===== config.mk =====
export PLATFORM = sky130hd
export DESIGN_NAME = xds_ram
export DESIGN_NICKNAME = d
export VERILOG_FILES = /design/src/rtl/xds_ram.sv
export SDC_FILE = /design/constraint.sdc
export NUM_CORES = 1
export LEC_CHECK = 0
export ABC_CLOCK_PERIOD_IN_PS = 3100
export BUFFER_PORTS_ARGS = -buffer_cell sky130_fd_sc_hd__clkbuf_2
export CAP_MARGIN = 40
export CORE_MARGIN = 3
export CORE_UTILIZATION = 55
export DETAILED_ROUTE_END_ITERATION = 7
export PLACE_DENSITY = 0.75
export SKIP_LAST_GASP = 1
export SLEW_MARGIN = 25
export SYNTH_ARGS = -nofsm -noshare
export SYNTH_HDL_FRONTEND = slang
export SYNTH_SLANG_ARGS = --single-unit

===== constraint.sdc =====
create_clock -name clk -period 3.1 [get_ports clk]
set_clock_uncertainty 0.15 [all_clocks]
set_input_delay 0.93 -clock clk [delete_from_list [all_inputs] [get_ports clk]]
set_output_delay 0.93 -clock clk [all_outputs]
set_load 0.02 [all_outputs]

===== src/rtl/xds_ram.sv =====
// Generic simple dual-port RAM: one write port, one read port, registered read.
// No dependencies.
module xds_ram #(
  parameter int WIDTH = 8,
  parameter int DEPTH = 32
) (
  input  logic                     clk,
  input  logic                     we,
  input  logic [$clog2(DEPTH)-1:0] waddr,
  input  logic [WIDTH-1:0]         wdata,
  input  logic [$clog2(DEPTH)-1:0] raddr,
  output logic [WIDTH-1:0]         rdata
);

  logic [WIDTH-1:0] mem [DEPTH];

  always_ff @(posedge clk) begin
    if (we) begin
      mem[waddr] <= wdata;
    end
    rdata <= mem[raddr];
  end

endmodule


# Word-level counts from Yosys, hierarchy flattened
# Memory sizes are Yosys's and may differ from the RTL's. A register that Yosys moved wholly into a read port is not among the register bits.
# Cells that the tools add are included.
# word_totals
wordCells	3
output_inout_bits	8
ram_bits	256
memories	1
regBits	0
input_bits	20
# mem_list
memory	depth	width	rd	rd_clocked_by_memory_dff	wr	line_no	text
mem	32	8	1	1	1	15	logic [WIDTH-1:0] mem [DEPTH];
# op_classes
n_mux	2
# ops
cell	count
$mux 1	2

# Depth between registers and ports, before layout
# logic_depth
word_depth	2
depth_mapped	5

# Worst setup path before layout
# OpenSTA, ideal clock, no wires.
# synth_path
kind	in2reg
startpoint	in raddr[2]
endpoint	reg rdata[0] (read register of mem)
cell_stages	5
arrival_ps	2612
setup_time_ps	121
required_ps	2829
path_slack_ps	218
path_buffers	2
path_cell_list	clkbuf_1 clkbuf_1 mux4_2 mux4_2 mux2_2
# synth_lines
item	line_no	text
from (decl)	11	input logic [$clog2(DEPTH)-1:0] raddr,
to (decl)	12	output logic [WIDTH-1:0] rdata

==> metrics.yaml <==
cts_made_buffers: 25
cp_common_cell: "mux4_2"
nets: 509
wire_per_inst_um: 27.4
cts_resized: 0
worstPathRequired_ns: 3.35
synth-seq-cells: 264
drv_slew: 0
slowest_delay_ns: 0.58
grt.met3_usage_pct: 4.21
grt_usage_pct: 21.2
r2r_setup_slack_ns: 1.11
cts_setup_buffers: 0
timing.fmax_mhz: 398
root_buffer: "clkbuf_16"
status: "completed"
syn_to_final_growth_pct: 14.0
syn_nets: 437
overflow: 0
grt_pass1_wl_um: 30800
numPortBuffers: 27
netlist_instances: 417
fill_cells: 1105
fp-row-count: 48
reg2regPathDepth: 3
clkLatencyLatePin_ns: 0.51
utilization_pct: 65.1
tightest_slew_ns: 0.699
cts_htree_levels: 1
num_vias: 4572
leakagePower_nw: 3.67
timing.rr.end: "rdata[5]"
total_power_mw: 7.16
synth_area_leaders: "edfxtp_1 (76%), mux4_2 (18%), dfxtp_1 (1.6%)"
drive_above_1_share_pct: 37.1
tns_ns: 0
die_w_um: 141
grt_util_met1_pct: 32.0
cts_hold_buf: 0
placed_cell_area_sq_mm: 0.0107
synth.cell_area_sq_mm: 0.0101
cp-end-kind: "flip-flop"
crit_slowest_cell: "mux4_2"
cts_tree: "done"
ys_seq_area_share_pct: 78.1
antenna_found_initial: 1
setup_viol: 0
gp_congestion: 0.819
detail_route.wirelength_um: 20100
final_area_sq_mm: 0.0115
final_common_cell: "edfxtp_1"
yosys.area.top_type: "edfxtp_1"
maxCapViolCount: 0
clk_pin_slew_worst_paths_ns: 0.06
path_max_fanout: 24
final_cell_mix: "edfxtp_1 (256), mux4_2 (80), buf_4 (34)"
arrival_ns: 2.77
synth-warning-count: 0
yosysTopAreaCellShare_pct: 76.5
grt_max_degree: 42
max-vdd-ir-drop_uv: 399
top_usage_layer: "met2"
relSlewSlack_pct: 53.4
layout_min_cycle_time_ns: 2.51
hold_violations: 0
r2r-start: "mem[21][5]"
initial_utilization_pct: 57.1
hpwl_um: 12300
core_sq_mm: 0.0176
critPathLaunchType: "input port"
drc_errors: 0
synth_cell_type_count: 15
die_h_um: 141
io_pins: 28
antenna_cells: 0
clockBufferDepth: 3
fin_crit_sh_pct: 81.1
dieArea_sq_mm: 0.0199
dr.pass1.iters: 5
crit_start: "raddr[0]"
avgSynthCellArea_sq_um: 24.1
power_density_mw_per_mm2: 625
hold_class: "reg2reg"
drt_iter0_markers: 527
cts_sinks: 264
viasPerCell: 6.25
met2_usage_pct: 32.7
grt_pass1_vias: 4696
path_class: "in2reg"
crit_path_end: "rdata[1]"
rsz0062_at_grt: "no"
ant_nets: 0
crit_chain: "buf_4 -> buf_12 -> mux4_2 -> mux4_2 -> mux2_2"
[worst min path at each step]
| stage | startpoint | endpoint | slack (ns) | cells after the start |
|---|---|---|---|---|
| after global placement | mem[12][6] | rdata[6] | 0.74 | 3 |
| after global routing | raddr[3] | rdata[0] | 0.77 | 2 |
| after detailed placement | mem[14][0] | rdata[0] | 0.75 | 3 |
| after floorplan | mem[12][0] | rdata[0] | 0.72 | 3 |
| after CTS | raddr[3] | rdata[7] | 0.77 | 2 |
| final | mem[12][6] | rdata[6] | 0.77 | 3 |
[worst max-delay path: cells and delay by family]
| family | cells | cell delay, ns |
|---|---|---|
| mux | 3 | 1.43 |
| buf+inv | 2 | 0.38 |
[cells in the mapped netlist]
| cell type | number |
|---|---|
| edfxtp_1 | 256 |
| mux4_2 | 80 |
| nor2_1 | 33 |
| dfxtp_1 | 8 |
| mux2_2 | 8 |
| buf_1 | 6 |
| buf_4 | 6 |
| clkbuf_1 | 6 |
| nand3b_1 | 5 |
| or3b_2 | 3 |
| nand3_1 | 2 |
| buf_2 | 1 |
| buf_6 | 1 |
| nand2_1 | 1 |
| or3_1 | 1 |
[logic make-up after synthesis]
family | synth area share, %
flip-flops | 78.1
multiplexers | 18.8
AND/OR/NAND/NOR | 2.07
buffers and inverters | 1.06
[state kept, by name, indices dropped and copies added (netlist names)]
signal,cells
mem,256
rdata,8
[per-layer routing]
| layer | vias to the layer above | wire length (um) |
|---|---|---|
| met5 | - | 13 |
| met4 | 2 | 425 |
| met3 | 39 | 1450 |
| met2 | 188 | 9810 |
| met1 | 2424 | 8390 |
| li1 | 1919 | - |
[power breakdown]
group / internal (mW) / switching [mW] / leakage [nW] / total, mW
Sequential: 3.97 / 0.0181 / 2.37 / 3.99
Clock: 1.59 / 1.18 / 0.365 / 2.78
Combinational: 0.172 / 0.223 / 0.932 / 0.395
[cell type report]
| type | count | area (sq um) | share of cell area [%] |
|---|---|---|---|
| flip-flops and latches | 264 | 7850 | 68.5 |
| multi-input cells | 133 | 2100 | 18.3 |
| clock buffers | 36 | 677 | 5.91 |
| repair buffers | 65 | 485 | 4.24 |
| well taps | 225 | 282 | 2.46 |
| clock inverters | 9 | 66.3 | 0.579 |
[through the flow]
stage	instances	setup slack, ns	hold slack [ns]
after global placement	687	0.0793	0.736
after global routing	732	0.570	0.769
final	732	0.587	0.769
after detailed placement	687	0.0584	0.749
after floorplan	417	0.218	0.715
after CTS	732	0.598	0.774
No activity file was read; power rests on OpenSTA's default activity.
