<file path="src/rtl/xds_pkg.sv">
// Shared types and constants for the XOR-distance node sorter.
// No dependencies; every other file but xds_ram imports this package.
package xds_pkg;

  localparam int ID_W      = 64;
  localparam int TAG_W     = 8;
  localparam int DIST_W    = 2 * ID_W;
  localparam int CFG_W     = 64;
  localparam int CFG_IDX_W = 1;

  localparam logic [CFG_IDX_W-1:0] CFG_TARGET_HIGH = 1'b0;
  localparam logic [CFG_IDX_W-1:0] CFG_TARGET_LOW  = 1'b1;

  typedef struct packed {
    logic [ID_W-1:0]  id_high;
    logic [ID_W-1:0]  id_low;
    logic [TAG_W-1:0] tag;
  } xds_entry_t;

  localparam int ENTRY_W = $bits(xds_entry_t);

  typedef enum logic [2:0] {
    ST_LOAD,
    ST_SCAN,
    ST_DRAIN,
    ST_FETCH,
    ST_CATCH
  } xds_state_t;

endpackage

</file>
<file path="src/rtl/xds_cmp.sv">
// Shared distance unit: XOR distance of one stored node to the target and
// strict less-than against the best distance so far. Depends on xds_pkg.
module xds_cmp import xds_pkg::*; (
  input  xds_entry_t        entry,
  input  logic [ID_W-1:0]   target_high,
  input  logic [ID_W-1:0]   target_low,
  input  logic [DIST_W-1:0] best_dist,
  output logic [DIST_W-1:0] distance,
  output logic              closer
);

  assign distance = {entry.id_high ^ target_high, entry.id_low ^ target_low};
  assign closer   = distance < best_dist;

endmodule

</file>
<file path="config.mk">
export PLATFORM = sky130hd
export DESIGN_NAME = xds_cmp
export DESIGN_NICKNAME = d
export VERILOG_FILES = /design/src/rtl/xds_pkg.sv /design/src/rtl/xds_cmp.sv
export SDC_FILE = /design/constraint.sdc
export NUM_CORES = 1
export LEC_CHECK = 0
export BUFFER_PORTS_ARGS = -buffer_cell sky130_fd_sc_hd__buf_2
export CELL_PAD_IN_SITES_DETAIL_PLACEMENT = 0
export CELL_PAD_IN_SITES_GLOBAL_PLACEMENT = 2
export CORE_AREA = 2 2 201 203
export DETAILED_ROUTE_END_ITERATION = 8
export DIE_AREA = 0 0 203 205
export MAX_ROUTING_LAYER = met4
export PLACE_DENSITY = 0.63
export RECOVER_POWER = 50
export SLEW_MARGIN = 0
export SYNTH_ARGS = -nofsm -noshare
export SYNTH_HDL_FRONTEND = slang
export SYNTH_SLANG_ARGS = --single-unit
</file>
<file path="constraint.sdc">
create_clock -name vclk -period 3.7
set_clock_uncertainty 0.1 [all_clocks]
set_input_delay 0.74 -clock vclk [all_inputs]
set_output_delay 0.74 -clock vclk [all_outputs]
set_load 0.1 [all_outputs]
</file>
# Yosys cells after proc, flatten, opt, wreduce, memory -nomap -nowiden
# Cells that the tools add are included.
# classes
addsub	0
eq_ne	0
n_mux	0
n_shift	0
bitwise	2
n_lt_le_gt_ge	1
n_mul	0
n_reduce_logical	0
n_div	0
# op_table
operator	count
less-than comparator 128 bit	1
XOR 64 bit	2
# totals
regBits	0
latch_bits	0
mem_count	0
wordCells	3
mem_bits_rw	0
output_inout_bits	129
rom_bits	0
input_bits	392

# Longest topological paths before layout
# logic_depth
ltp_word	2
ltp_mapped	9

# Least setup slack after synthesis
# OpenSTA, ideal clock, no wires.
# synth_path
path_kind	input to output
from	in target_low[57]
to	out closer
setup_slack_ns	-2.209
path_stages	9
t_arrival_ns	5.069
cell_sequence	xor2_1 > ha_1 > a21o_1 > a221o_1 > a221oi_2 > o21ai_1 > a32oi_1 > o2111ai_1 > nor2_1
# synth_between
elab_chain_len	2
# synth_lines
item	line_no	rtl
start: declaration	xds_cmp.sv:6	input logic [ID_W-1:0] target_low,
XOR 64 bit	xds_cmp.sv:12	assign distance = {entry.id_high ^ target_high, entry.id_low ^ target_low};
less-than comparator 128 bit	xds_cmp.sv:13	assign closer = distance < best_dist;
end: declaration	xds_cmp.sv:9	output logic closer
# No other way between the ends.

# Worst setup path in the final report
# Same ends and word-level chain as after synthesis.

==> flow_summary.toml <==
[finish]
fin_area_mm2 = 0.0102
design.seq.count = 0
drive_above_1_share_pct = 57.6
seq_area_um2 = 0
fillCellCount = 4380
clkbuf_count = 0
fin_nets = 1695
area.growth.synth_to_final_pct = 135

[placed_design]
pre_cts_ws_ps = -522
place_area_mm2 = 0.0102
io_buffers = 513
hpwl_um = 24600
gp_congestion = 0.792

[setup_path]
crit_cells = 11
crit_chain = "buf_8 -> xor2_4 -> ha_4 -> a21o_1 -> a221o_1 -> a221oi_2 -> o21ai_2 -> a32oi_1 -> o2111ai_2 -> nor2_4 -> buf_12"
crit_family = "compound AO/OA/AOI/OAI gates"
cp-end-kind = "output port"
crit_buf_inv = 2
crit_slowest_cell = "a221o_1"
critPathRequiredTime_ps = 2860
cp.arrival_ps = 2970
cp_max_fo = 2
crit_type = "in2out"
slowest_delay_ps = 350
cp-start-kind = "input port"

[yosys]
ys_warn_count = 0
syn_inst = 587
synth_top_cells_by_area = "ha_1, xor2_1, inv_1, a21oi_1, nand4_1"
synth_area_per_cell_um2 = 7.41
synth_top_cell_by_area = "ha_1"
syn_area_mm2 = 0.00435
synth_nets = 1106
synth_cell_types = 34
yosysSeqAreaShare_pct = 0
synth_top_cell_area_share_pct = 36.5

[power]
p_per_area_mw_per_mm2 = 244
ir_drop_uv = 161
p_leak_nw = 5.13

[sta]
hold_violations = 0
rsz0062_at_grt = "true"
max_freq_mhz = 262
maxSlewHeadroom_pct = 20.4
tightest_slew_ps = 1200
timing.final.crit_share_pct = 103
finalMaxSlewViolations = 0
final-setup-viol-count = 1
setup_slack_ps = -113
layout_min_cycle_time_ps = 3810

[grt]
top_usage_layer = "met2"
use_met1_pct = 12.9
grt_use_met3_pct = 2.08
antenna_found_initial = 2
grt_pass1_wl_um = 36000
overflow = 0
met2_usage_pct = 22.7
grt_usage_pct = 11.6
grt_max_degree = 5
grt_pass1_vias = 6425

[die]
io_pins = 521
num_rows = 73
start_util_pct = 11.1
core_area_mm2 = 0.0394
dieHeight_um = 205
design.die.area_mm2 = 0.0416
die_w_um = 203

[status]
violations = "negative setup slack"
status = "finished, violations left"

[route]
drtIter0Drc = 116
ant_nets = 0
vias_per_cell = 3.56
drcViolationCount = 0
routed_wirelength_um = 24900
wire_per_inst_um = 14.6
first_pass_iters = 4
dr_total_vias = 6063

[flow_run]
maxCapViolations = 0

[worst_hold_path]
whs_path_depth = 3
hp-class = "in2out"

[cts]
cts_post_setup_buffers_inserted = 0
[cell usage after synthesis]
master,number
a221oi_2,1
nand2_1,32
nand3_1,5
nor3_1,4
o2111a_1,1
nor2_1,22
o31a_1,1
o211ai_1,3
inv_1,129
and4_1,3
a2111oi_0,2
a221o_1,1
a221oi_1,2
a211oi_1,11
a31oi_1,1
and2_2,4
a21oi_1,38
o2111ai_1,2
a32oi_1,1
a311oi_1,1
nor4_1,2
a21o_1,7
o21ai_0,14
ha_1,127
o21ai_1,8
o21ai_2,1
nor4_2,1
a211o_1,2
nand4_1,22
nor2b_1,2
o21a_1,5
xor2_1,128
o221ai_1,3
a21o_2,1
[cell families after synthesis]
kind of cell / count (synthesis) / synth area share [%]
xor gates and xnor gates: 128 / 25.8
and+or+nand+nor: 97 / 11.0
AOI/OAI and AO/OA: 106 / 15.6
buffers and inverters: 129 / 11.1
adders and majority gates: 127 / 36.5
[report_power, final]
group          leakage, nW  switching (mW)  internal (mW)
clock network    0.0000127               0   0.0000000724
logic                 5.13            1.77          0.721
registers                0               0              0
[what timing repair did]
item                                    in CTS  in global routing
endpoints found under the setup margin       1                  1
hold buffers                                 0                  0
pin swaps                                   14                  9
hold endpoints to repair                     0                  0
gates resized for setup                     17                 11
[per-stage QoR]
stage	cells	total power, mW	util, %	TNS (ps)	hold WS, ps
floorplan	587	1.70	-	-474	1580
CTS	1699	2.54	26.0	-151	1830
global route	1701	2.67	26.0	-217	1840
detailed placement	1700	2.52	25.9	-522	1840
finish	1701	2.49	26.0	-113	1830
global placement	1700	2.51	25.9	-526	1830
[tightest hold or removal path: cells and delay by family]
family,cells,cell delay (ps)
xor gates and xnor gates,1,70
buffers and inverters,2,370
[final timing paths]
path / startpoint / to
max: target_low[57] / closer
min: entry[65] / distance[57]
[area by class of cell]
class | count | area, um^2 | share of cell area, %
well taps | 525 | 657 | 6.42
diodes | 2 | 5.00 | 0.0489
repair buffers | 587 | 3090 | 30.2
inverters | 129 | 484 | 4.74
multi-input cells | 458 | 5990 | 58.6
[cell usage in the layout, fill, tap and decap left out, types with 3 or more instances in the layout]
cell	count
a21o_1	7
o21ai_0	14
nand3_1	5
buf_4	75
a211oi_1	9
xor2_2	34
and2_2	3
buf_2	445
nand2_1	32
clkbuf_1	63
nor3_1	4
xor2_4	93
ha_1	123
a221oi_2	3
nor2_1	21
a21oi_1	37
nand4_1	22
o211ai_1	3
and4_1	3
ha_4	4
o21ai_1	7
o21a_1	5
inv_1	129
[layer usage]
layer	vias to the layer above	wire length, um
met3	0	2020
li1	3078	-
met2	295	13600
met1	2690	9300
met5	-	0
met4	0	0
(Power assumes the default switching activity.)
